## config.mk

```make
export PLATFORM = sky130hd
export DESIGN_NAME = dual_source_failover_selector
export DESIGN_NICKNAME = d
export VERILOG_FILES = /design/src/rtl/core/dsfs_pkg.sv /design/src/rtl/core/dsfs_decide.sv /design/src/rtl/core/dual_source_failover_selector.sv
export SDC_FILE = /design/constraint.sdc
export NUM_CORES = 2
export LEC_CHECK = 0
export BUFFER_PORTS_ARGS = -buffer_cell sky130_fd_sc_hd__buf_2
export CORE_MARGIN = 1.5
export CORE_UTILIZATION = 63
export CTS_BUF_LIST = sky130_fd_sc_hd__clkbuf_16
export DETAILED_ROUTE_END_ITERATION = 8
export MAX_ROUTING_LAYER = met4
export PLACE_DENSITY_LB_ADDON = 0.25
export SLEW_MARGIN = 20
export SYNTH_ARGS = -nofsm -noshare
export SYNTH_HDL_FRONTEND = slang
export SYNTH_HIERARCHICAL = 1
export SYNTH_SLANG_ARGS = --single-unit
export TNS_END_PERCENT = 1
```

## constraint.sdc

```tcl
create_clock -name clk -period 15.4 [get_ports clk]
set_clock_uncertainty 0.1 [all_clocks]
set_input_delay 1.54 -clock clk [delete_from_list [all_inputs] [get_ports clk]]
set_output_delay 1.54 -clock clk [all_outputs]
set_load 0.02 [all_outputs]
```

## src/rtl/core/dsfs_pkg.sv

```systemverilog
package dsfs_pkg;

  localparam int TimeW  = 32;
  localparam int StampW = 48;
  localparam int ModeW  = 8;
  localparam int TmoW   = 16;
  localparam int ThrW   = 2;
  localparam int AddrW  = 4;

  // Event kinds carried on the input tuser.
  localparam logic [1:0] KIND_TICK     = 2'd0;
  localparam logic [1:0] KIND_PRIMARY  = 2'd1;
  localparam logic [1:0] KIND_FALLBACK = 2'd2;
  localparam logic [1:0] KIND_MODE     = 2'd3;

  // Register indexes, taken from paddr[3:2].
  localparam logic [1:0] REG_PRIMARY_TMO  = 2'd0;
  localparam logic [1:0] REG_FALLBACK_TMO = 2'd1;
  localparam logic [1:0] REG_SWITCH_HOLD  = 2'd2;
  localparam logic [1:0] REG_BAD_MODE_THR = 2'd3;

  localparam logic [TmoW-1:0] MIN_TIMEOUT = 16'd50;
  localparam logic [TmoW-1:0] TIMEOUT_RST = 16'd500;
  localparam logic [TmoW-1:0] HOLD_RST    = 16'd500;
  localparam logic [ThrW-1:0] THRESH_RST  = 2'd2;

  typedef struct packed {
    logic [TmoW-1:0] primary_timeout;
    logic [TmoW-1:0] fallback_timeout;
    logic [TmoW-1:0] switch_hold;
    logic [ThrW-1:0] bad_mode_threshold;
  } cfg_t;

  typedef struct packed {
    logic [1:0]        kind;
    logic [TimeW-1:0]  now_time;
    logic              sample_part;
    logic [StampW-1:0] sample_stamp;
    logic [ModeW-1:0]  mode_level;
  } evt_t;

  // Part index is source*2 + part.
  typedef struct packed {
    logic [ModeW-1:0]             current_mode;
    logic                         selection_valid;
    logic                         selected_idx;
    logic [TimeW-1:0]             switch_time;
    logic [1:0][TimeW-1:0]        arrival_time;
    logic [3:0]                   part_present;
    logic [3:0][StampW-1:0]       part_stamp;
    logic [StampW-1:0]            published_stamp;
  } state_t;

  typedef struct packed {
    logic              emit;
    logic              chosen_source;
    logic [StampW-1:0] out_stamp;
    logic              did_switch;
    logic              pose_present;
    logic              odom_present;
  } res_t;

endpackage

```

## src/rtl/core/dsfs_decide.sv

```systemverilog
// Next-state and result logic for one event, applied to the current state.
module dsfs_decide (
  input  dsfs_pkg::cfg_t   cfg,
  input  dsfs_pkg::state_t st,
  input  dsfs_pkg::evt_t   ev,
  output dsfs_pkg::state_t st_nxt,
  output dsfs_pkg::res_t   res
);

  dsfs_pkg::state_t                post;
  logic [1:0]                      has_data;
  logic [1:0]                      fresh;
  logic [1:0][dsfs_pkg::TmoW-1:0]  lim;
  logic [1:0][dsfs_pkg::TimeW-1:0] age;
  logic [dsfs_pkg::TimeW-1:0]      held;
  logic                            want_fb;
  logic                            desired;
  logic                            abort;
  logic                            switched;
  logic                            sel;
  logic [dsfs_pkg::StampW-1:0]     stamp_a;
  logic [dsfs_pkg::StampW-1:0]     stamp_b;
  logic [dsfs_pkg::StampW-1:0]     newest;

  always_comb begin
    // Sample and mode state are committed for every event.
    post = st;
    case (ev.kind)
      dsfs_pkg::KIND_PRIMARY: begin
        post.part_present[{1'b0, ev.sample_part}] = 1'b1;
        post.part_stamp[{1'b0, ev.sample_part}]   = ev.sample_stamp;
        post.arrival_time[0]                      = ev.now_time;
      end
      dsfs_pkg::KIND_FALLBACK: begin
        post.part_present[{1'b1, ev.sample_part}] = 1'b1;
        post.part_stamp[{1'b1, ev.sample_part}]   = ev.sample_stamp;
        post.arrival_time[1]                      = ev.now_time;
      end
      dsfs_pkg::KIND_MODE: begin
        post.current_mode = ev.mode_level;
      end
      default: begin
      end
    endcase

    lim[0] = (cfg.primary_timeout < dsfs_pkg::MIN_TIMEOUT) ?
             dsfs_pkg::MIN_TIMEOUT : cfg.primary_timeout;
    lim[1] = (cfg.fallback_timeout < dsfs_pkg::MIN_TIMEOUT) ?
             dsfs_pkg::MIN_TIMEOUT : cfg.fallback_timeout;
    for (int s = 0; s < 2; s++) begin
      has_data[s] = post.part_present[2*s] | post.part_present[2*s+1];
      age[s]      = ev.now_time - post.arrival_time[s];
      fresh[s]    = has_data[s] &&
                    (age[s] <= {{(dsfs_pkg::TimeW-dsfs_pkg::TmoW){1'b0}}, lim[s]});
    end

    want_fb = (post.current_mode >=
               {{(dsfs_pkg::ModeW-dsfs_pkg::ThrW){1'b0}}, cfg.bad_mode_threshold}) ||
              !fresh[0];
    desired = want_fb && fresh[1];
    held    = ev.now_time - st.switch_time;

    abort    = 1'b0;
    switched = 1'b0;
    if (!st.selection_valid) begin
      if (fresh[desired]) begin
        post.selected_idx = desired;
        switched          = 1'b1;
      end else if (fresh[0]) begin
        post.selected_idx = 1'b0;
        switched          = 1'b1;
      end else if (fresh[1]) begin
        post.selected_idx = 1'b1;
        switched          = 1'b1;
      end else begin
        abort = 1'b1;
      end
    end else if (!fresh[st.selected_idx]) begin
      if (fresh[desired]) begin
        post.selected_idx = desired;
        switched          = 1'b1;
      end else begin
        abort = 1'b1;
      end
    end else if ((desired != st.selected_idx) && fresh[desired] &&
                 (held >= {{(dsfs_pkg::TimeW-dsfs_pkg::TmoW){1'b0}}, cfg.switch_hold})) begin
      post.selected_idx = desired;
      switched          = 1'b1;
    end

    if (switched) begin
      post.selection_valid = 1'b1;
      post.switch_time     = ev.now_time;
    end

    sel     = post.selected_idx;
    stamp_a = post.part_present[{sel, 1'b0}] ? post.part_stamp[{sel, 1'b0}] : '0;
    stamp_b = post.part_present[{sel, 1'b1}] ? post.part_stamp[{sel, 1'b1}] : '0;
    newest  = (stamp_b > stamp_a) ? stamp_b : stamp_a;

    res.emit          = !abort && has_data[sel] &&
                        (switched || (newest > st.published_stamp));
    res.chosen_source = sel;
    res.out_stamp     = newest;
    res.did_switch    = switched;
    res.pose_present  = post.part_present[{sel, 1'b0}];
    res.odom_present  = post.part_present[{sel, 1'b1}];

    if (res.emit) begin
      post.published_stamp = newest;
    end
    st_nxt = post;
  end

endmodule

```

## src/rtl/core/dual_source_failover_selector.sv

```systemverilog
// Dual source failover selector.
// Each input request is one event: a tick, a sample from the primary or the
// fallback source, or a mode update. The event kind travels on in_tuser and
// the time, sample part, sample stamp and mode level on in_tdata. The block
// tracks freshness of both sources, picks one, and emits a result request on
// the out_ channel when the chosen source has data and either the selection
// changed or its newest stamp is above the last published one.
// An accepted event is held in the input register while the decision logic
// works on it, and its result moves into the output register, with out_tvalid
// high, once that register is empty or being drained.
// Throughput is one event per cycle while the output is not stalled; the only
// loop is the state update, which closes through the state register.
// When the receiver stalls, the pending result holds in the output register
// and the input register can still take one more event; after that in_tready
// drops until out_tready returns. Events that produce no result still pass
// through the pipeline and update state in order.
// Reset clears all state, restores the register defaults (timeouts 500 ms,
// hold 500 ms, mode threshold 2) and holds in_tready low while asserted.
// The configuration port is APB-like with pready tied high; write it only
// while no event is in flight.
module dual_source_failover_selector (
  input  logic                         clk,
  input  logic                         rst_n,
  // in_tdata: now_time[31:0], sample_part[32], sample_stamp[80:33],
  // mode_level[88:81], zero fill above.
  input  logic                         in_tvalid,
  output logic                         in_tready,
  input  logic [95:0]                  in_tdata,
  // in_tuser: kind[1:0].
  input  logic [1:0]                   in_tuser,
  // out_tdata: out_stamp[47:0].
  output logic                         out_tvalid,
  input  logic                         out_tready,
  output logic [47:0]                  out_tdata,
  // out_tuser: chosen_source[0], did_switch[1], pose_present[2], odom_present[3].
  output logic [3:0]                   out_tuser,
  input  logic                         cfg_psel,
  input  logic                         cfg_penable,
  input  logic                         cfg_pwrite,
  input  logic [dsfs_pkg::AddrW-1:0]   cfg_paddr,
  input  logic [31:0]                  cfg_pwdata,
  output logic [31:0]                  cfg_prdata,
  output logic                         cfg_pready
);

  dsfs_pkg::cfg_t   cfg_r;
  dsfs_pkg::evt_t   ev_r;
  dsfs_pkg::evt_t   ev_in;
  dsfs_pkg::state_t state_r;
  dsfs_pkg::state_t state_nxt;
  dsfs_pkg::res_t   res;
  logic             in_valid_r;
  logic             out_valid_r;
  logic [47:0]      out_stamp_r;
  logic [3:0]       out_user_r;
  logic             advance;
  logic             cfg_write;

  // Register file. Writes complete in the access phase.
  assign cfg_pready = 1'b1;
  assign cfg_write  = cfg_psel && cfg_penable && cfg_pwrite && cfg_pready;

  always_ff @(posedge clk) begin
    if (!rst_n) begin
      cfg_r.primary_timeout    <= dsfs_pkg::TIMEOUT_RST;
      cfg_r.fallback_timeout   <= dsfs_pkg::TIMEOUT_RST;
      cfg_r.switch_hold        <= dsfs_pkg::HOLD_RST;
      cfg_r.bad_mode_threshold <= dsfs_pkg::THRESH_RST;
    end else if (cfg_write) begin
      case (cfg_paddr[3:2])
        dsfs_pkg::REG_PRIMARY_TMO:  cfg_r.primary_timeout    <= cfg_pwdata[15:0];
        dsfs_pkg::REG_FALLBACK_TMO: cfg_r.fallback_timeout   <= cfg_pwdata[15:0];
        dsfs_pkg::REG_SWITCH_HOLD:  cfg_r.switch_hold        <= cfg_pwdata[15:0];
        dsfs_pkg::REG_BAD_MODE_THR: cfg_r.bad_mode_threshold <= cfg_pwdata[1:0];
        default: begin
        end
      endcase
    end
  end

  always_comb begin
    case (cfg_paddr[3:2])
      dsfs_pkg::REG_PRIMARY_TMO:  cfg_prdata = {16'd0, cfg_r.primary_timeout};
      dsfs_pkg::REG_FALLBACK_TMO: cfg_prdata = {16'd0, cfg_r.fallback_timeout};
      dsfs_pkg::REG_SWITCH_HOLD:  cfg_prdata = {16'd0, cfg_r.switch_hold};
      dsfs_pkg::REG_BAD_MODE_THR: cfg_prdata = {30'd0, cfg_r.bad_mode_threshold};
      default:                    cfg_prdata = 32'd0;
    endcase
  end

  // The pipeline moves whenever the output register is empty or being drained.
  assign advance   = !out_valid_r || out_tready;
  assign in_tready = rst_n && (!in_valid_r || advance);

  always_comb begin
    ev_in.kind         = in_tuser;
    ev_in.now_time     = in_tdata[31:0];
    ev_in.sample_part  = in_tdata[32];
    ev_in.sample_stamp = in_tdata[80:33];
    ev_in.mode_level   = in_tdata[88:81];
  end

  always_ff @(posedge clk) begin
    if (!rst_n) begin
      in_valid_r <= 1'b0;
    end else if (in_tready) begin
      in_valid_r <= in_tvalid;
    end
  end

  always_ff @(posedge clk) begin
    if (in_tvalid && in_tready) begin
      ev_r <= ev_in;
    end
  end

  dsfs_decide u_decide (
    .cfg    (cfg_r),
    .st     (state_r),
    .ev     (ev_r),
    .st_nxt (state_nxt),
    .res    (res)
  );

  // Tracking state is committed as the event leaves the input register.
  always_ff @(posedge clk) begin
    if (!rst_n) begin
      state_r <= '0;
    end else if (in_valid_r && advance) begin
      state_r <= state_nxt;
    end
  end

  always_ff @(posedge clk) begin
    if (!rst_n) begin
      out_valid_r <= 1'b0;
    end else if (advance) begin
      out_valid_r <= in_valid_r && res.emit;
    end
  end

  always_ff @(posedge clk) begin
    if (advance && in_valid_r && res.emit) begin
      out_stamp_r <= res.out_stamp;
      out_user_r  <= {res.odom_present, res.pose_present, res.did_switch,
                      res.chosen_source};
    end
  end

  assign out_tvalid = out_valid_r;
  assign out_tdata  = out_stamp_r;
  assign out_tuser  = out_user_r;

endmodule

```

# Yosys cells after proc, flatten, opt, wreduce, memory -nomap -nowiden
# Index checks and enable logic that the tools add are counted.
[op_classes] shift=0 n_addsub=3 n_lt_le_gt_ge=17 multipliers=0 reduce_logical=31 n_div=0 eq_ne=7 bitwise_logic=4 mux=54
[ops] cell="two-way mux 48 bit" count=9
[ops] cell="one-hot mux 196 bit (2 select lines)" count=1
[ops] cell="bitwise mux 192 bit" count=2
[ops] cell="one-hot mux 32 bit (4 select lines)" count=1
[ops] cell="demux 48 bit (select 1 bit)" count=2
[ops] cell="> comparator 48 bit" count=2
[ops] cell="subtractor 32 bit" count=3
[ops] cell="less-or-equal comparator 32 x 16 -> 1 bit" count=2
[ops] cell="two-way mux 32 bit" count=2
[ops] cell="greater-or-equal comparator 32 x 16 -> 1 bit" count=1
[ops] cell="< comparator 16 x 6 -> 1 bit, second input constant" count=2
[ops] cell="two-way mux 1 bit" count=32
[ops] cell="two-way mux 16 bit" count=2
[ops] cell="logical AND 1 bit" count=16
[ops] cell="AND reduction 2 bit" count=6
[ops] cell="< comparator 2 x 3 -> 1 bit, second input constant" count=3
[ops] cell="== test 2 bit, second input constant" count=4
[ops] cell="greater-or-equal comparator 8 x 2 -> 1 bit" count=1
[ops] cell="two-way mux 8 bit" count=1
[ops] cell="< comparator 1 x 2 -> 1 bit, second input constant" count=3
[ops] cell="== test 2 x 1 -> 1 bit, second input constant" count=2
[ops] cell="zero test 1 bit" count=4
[ops] cell="logical OR 1 bit" count=4
[ops] cell="bitwise OR 4 x 2 -> 4 bit" count=1
[ops] cell="8 further kinds" count=10
[word_totals] mem_bits_ro=0 ram_bits=0 mem_count=0 latchBits=0 register_bits=545 output_inout_bits=87 inputBits=141 elab_cells=141

# Depth between registers and ports, before layout
[logic_depth] ltp_word=27 ltp_mapped=65

# By module
# The synthesis kept the hierarchy.
[by_module_without_submodules] module="dual_source_failover_selector" instances=1 seq_area_each_um2=12341.8 area_each_um2=19761.5 cells_per_inst=2005
[by_module_without_submodules] module="dsfs_decide" instances=1 seq_area_each_um2=0.0 area_each_um2=19180.9 cells_per_inst=2721

# Worst setup path after synthesis
# OpenSTA, ideal clock, no wires.
[synth_timing] path_kind="reg-to-reg" startpoint="register ev_r[89] (netlist bit)" endpoint="register out_stamp_r[0], in the netlist out_tdata[0], enable pin" setup_ns=0.415 arrival_time_ns=13.046 path_stages_with_launch=56 n_path_buf=8 period_less_slack_ns=13.561 slack_ns=1.839 path_cell_list="edfxtp_1 > inv_1 > ha_1 > buf_2 > clkbuf_1 > clkbuf_1 > mux2i_1 > ha_1 > and2_1 > buf_2 > nand3_1 > or4_1 > and2_1 > o21ai_0 > a21o_1 > a21oi_1 > xnor2_1 > ha_1 > [20 not listed] > a2bb2oi_1 > clkbuf_1 > clkbuf_1 > clkbuf_1 > mux2i_1 > o21ai_0 > and2_1 > ha_1 > nand4_1 > nor3_1 > nand3_1 > nor4_1 > o21ai_0 > nand3_1 > o21ai_0 > o21a_1 > o2bb2ai_1 > and3_1"
[synth_rtl] item="start, declared" line_no="dual_source_failover_selector.sv:47" rtl="dsfs_pkg::evt_t ev_r;"
[synth_rtl] item="start signal, assigned" line_no="dual_source_failover_selector.sv:113" rtl="ev_r <= ev_in;"
[synth_rtl] item="end signal, assigned" line_no="dual_source_failover_selector.sv:144" rtl="out_stamp_r <= res.out_stamp;"
[synth_rtl] item="end, declared" line_no="dual_source_failover_selector.sv:54" rtl="logic [47:0] out_stamp_r;"

==> results.yml <==
sta:
  setup_viol: 0
  rsz0062_at_grt: "no"
  fin_crit_sh_pct: 95.2
  finalHoldViolCount: 0
  drv_slew: 0
  timing.final.crit_period_ns: 14.66
  max_freq_mhz: 68.2
  slew_headroom_pct: 14.1
  tns_ns: 0
  worst_slew_pin_slew_ns: 1.29
clock_tree:
  clk_pin_slew_ns: 0.06
  cts_tree: "built"
  cts_max_level: 2
  ctsHoldBuffers: 0
  cts-buffers-inserted: 59
  cts-resized-gates: 0
  cts_buffer_depth: 3
  cts_setup_buffers: 0
  clk_latency_ns: 0.65
  cts_root_buf: "clkbuf_16"
  cts.sinks: 545
yosys:
  ys_seq_area_share_pct: 31.7
  netlist_area_sq_um: 38900
  ys.warnings.count: 6
  avgSynthCellArea_sq_um: 8.24
  yosysMostFrequentCell: "o21ai_0"
  synth_top_cell_by_area: "dfxtp_1"
  ys_types: 99
  synth_top_area_share_pct: 20.7
  synth_ff_type: "dfxtp_1"
  synth_edf_count: 143
  ys_seq_elements: 545
  synth.area.top_cells: "dfxtp_1, edfxtp_1, ha_1"
  synth_top_cells_by_count: "o21ai_0, a21oi_1, nand3_1, dfxtp_1, clkbuf_1"
  ys_async_sr_fraction_pct: 0
  synthCells: 4726
pwr:
  power.leakage_nw: 16.7
  finalPower_mw: 3.56
  peakVddDrop_mv: 0.0995
  power_density_nw_per_um2: 85.0
die:
  fp.dieH_um: 252
  design.core.area_sq_um: 60700
  die-area_sq_um: 63300
  pin_count: 228
  start_util_pct: 64.2
  fp.dieW_um: 252
  row_count: 90
setup_path:
  worstSetupPathType: "reg2reg"
  cp_max_fo: 27
  cp.arrival_ns: 14.86
  start_kind: "register"
  reg2regPathDepth: 47
  r2r-start: "ev_r[89]"
  end_kind: "register"
  crit_required_ns: 15.60
  slowest_delay_ns: 0.77
  ff2ff_setup_slack_ns: 0.74
  slowest_stage: "nor3_1"
  timing.rr.end: "out_tdata[31]"
final_layout:
  final_nets: 5013
  syn_to_final_growth_pct: 7.41
  drive_above_1_share_pct: 9.46
  layoutNonFillerInstCount: 5466
routing:
  drt_iter0_drc: 4832
  drt_pass1_iterations: 8
  num_vias: 37500
  drcViolationCount: 0
  finalWirelength_um: 126000
  wire_per_inst_um: 23.1
  antenna_left: 0
  avgViaCountPerCell: 6.86
hold_path:
  min_from: "state_r[169]"
  hold_class: "reg2reg"
  hold_end: "state_r[169]"
  hold_depth: 2
global_routing:
  grt_pass1_wl_um: 194000
  grt_max_degree: 249
  antenna_found_initial: 5
  grt.overflow.total: 0
  grt_usage_pct: 39.6
  first_global_vias: 33900
place:
  dpl.hpwl_um: 80500
  gp_congestion: 0.989
  placedCellCount: 5352
  port_buffers: 185
job:
  maxCapViolations: 0
status:
  status: "finished, final reports clean"
registers in the layout, summed over array words and instances (netlist names):
signal      count
state_r       350
out_tdata      48
in_valid_r      1
out_tuser       4
cfg_r          50
ev_r           91
out_tvalid      1
power breakdown:
part           switching, mW  internal, mW
combinational          0.330         0.173
clock                  0.659         0.875
sequential            0.0310          1.49
worst max-delay path, delay by kind of cell (launching register included):
family / cells / cell delay [ns]
mux: 3 / 0.85
fa+ha+maj: 5 / 2.01
buf+inv: 5 / 1.34
flops: 1 / 0.43
xor+xnor: 1 / 0.15
compound gates: 12 / 2.76
simple gates: 21 / 6.60
metal layers:
| layer | GRT usage (%) | part of all wire, % | vias to the layer above |
|---|---|---|---|
| li1 | - | - | 17100 |
| met1 | 56.8 | 43 | 17900 |
| met2 | 55.2 | 41 | 2140 |
| met3 | 8.08 | 12 | 321 |
| met4 | 13.0 | 3.1 | 0 |
| met5 | - | 0 | - |
cell type report:
type	count	area (sq um)
flip-flops and latches	545	12300
multi-input cells	3569	24200
diodes	3	7.51
clock buffers	59	1480
clock inverters	52	573
well taps	782	978
fillers	4997	18900
inverters	215	822
repair buffers	241	1430
cell families (layout without fill, tap and decap cells):
group | after synthesis | count (layout) | share of synthesized area, %
muxes | 377 | 377 | 10.1
AOI/OAI and AO/OA | 1519 | 1519 | 23.8
xor gates and xnor gates | 64 | 64 | 1.44
adders and majority gates | 241 | 241 | 7.80
other | 2 | 20 | 0.0193
DFF | 545 | 545 | 31.7
and+or+nand+nor | 1351 | 1351 | 18.6
buffers and inverters | 627 | 567 | 6.56
how the worst max path moves through the flow:
stage / from / endpoint / slack, ns / cells after the start
finish: ev_r[89] / out_tdata[31] / 0.74 / 47
global route: ev_r[89] / state_r[45] / 0.11 / 53
CTS: ev_r[89] / out_tdata[18] / 1.16 / 49
detailed placement: ev_r[89] / out_tdata[29] / 1.20 / 49
global placement: ev_r[90] / state_r[28] / 1.36 / 53
floorplan: ev_r[89] / out_tdata[0] / 1.84 / 55
metrics by stage:
stage                     hold WS (ns)  utilization, %  worst slack, ns  area (sq um)
after global placement           0.359            65.5             1.36         39800
after floorplan                  0.340               -             1.84         39000
after CTS                        0.375            68.9             1.16         41800
after global routing             0.389            68.9            0.113         41800
after detailed placement         0.365            65.5             1.20         39800
final                            0.372            68.9            0.736         41800
cell usage in the layout, fill, tap and decap left out, types with 10 or more instances in the layout:
| master | netlist | routed |
|---|---|---|
| conb_1 | 2 | 17 |
| nand2_1 | 199 | 199 |
| xor2_1 | 34 | 34 |
| and2_1 | 254 | 253 |
| a31o_1 | 21 | 21 |
| o21ai_0 | 514 | 514 |
| and3_1 | 20 | 19 |
| mux2i_1 | 279 | 279 |
| a21o_1 | 43 | 43 |
| xnor2_1 | 30 | 30 |
| o21a_1 | 28 | 28 |
| a31o_2 | 30 | 30 |
| nor2b_1 | 34 | 33 |
| dfxtp_1 | 402 | 401 |
| edfxtp_1 | 143 | 143 |
| nand3_1 | 438 | 437 |
| ha_1 | 238 | 236 |
| inv_1 | 213 | 219 |
| nor2_1 | 139 | 139 |
| a22o_1 | 194 | 194 |
| a211oi_1 | 24 | 24 |
| buf_2 | 43 | 185 |
| o211ai_1 | 21 | 21 |
| clkinv_2 | 0 | 12 |
| and4_1 | 54 | 54 |
| o21bai_1 | 13 | 12 |
| or2_2 | 10 | 10 |
| bufinv_16 | 0 | 10 |
| nand2b_1 | 21 | 20 |
| o21ai_1 | 10 | 10 |
| buf_4 | 31 | 49 |
| nor4_1 | 20 | 20 |
| clkbuf_16 | 0 | 59 |
| mux2_1 | 76 | 76 |
| or3_1 | 18 | 16 |
| mux2_2 | 20 | 20 |
| nor3_1 | 45 | 44 |
| a21oi_1 | 513 | 513 |
| nand4_1 | 53 | 53 |
No activity file was read; power rests on OpenSTA's default activity.
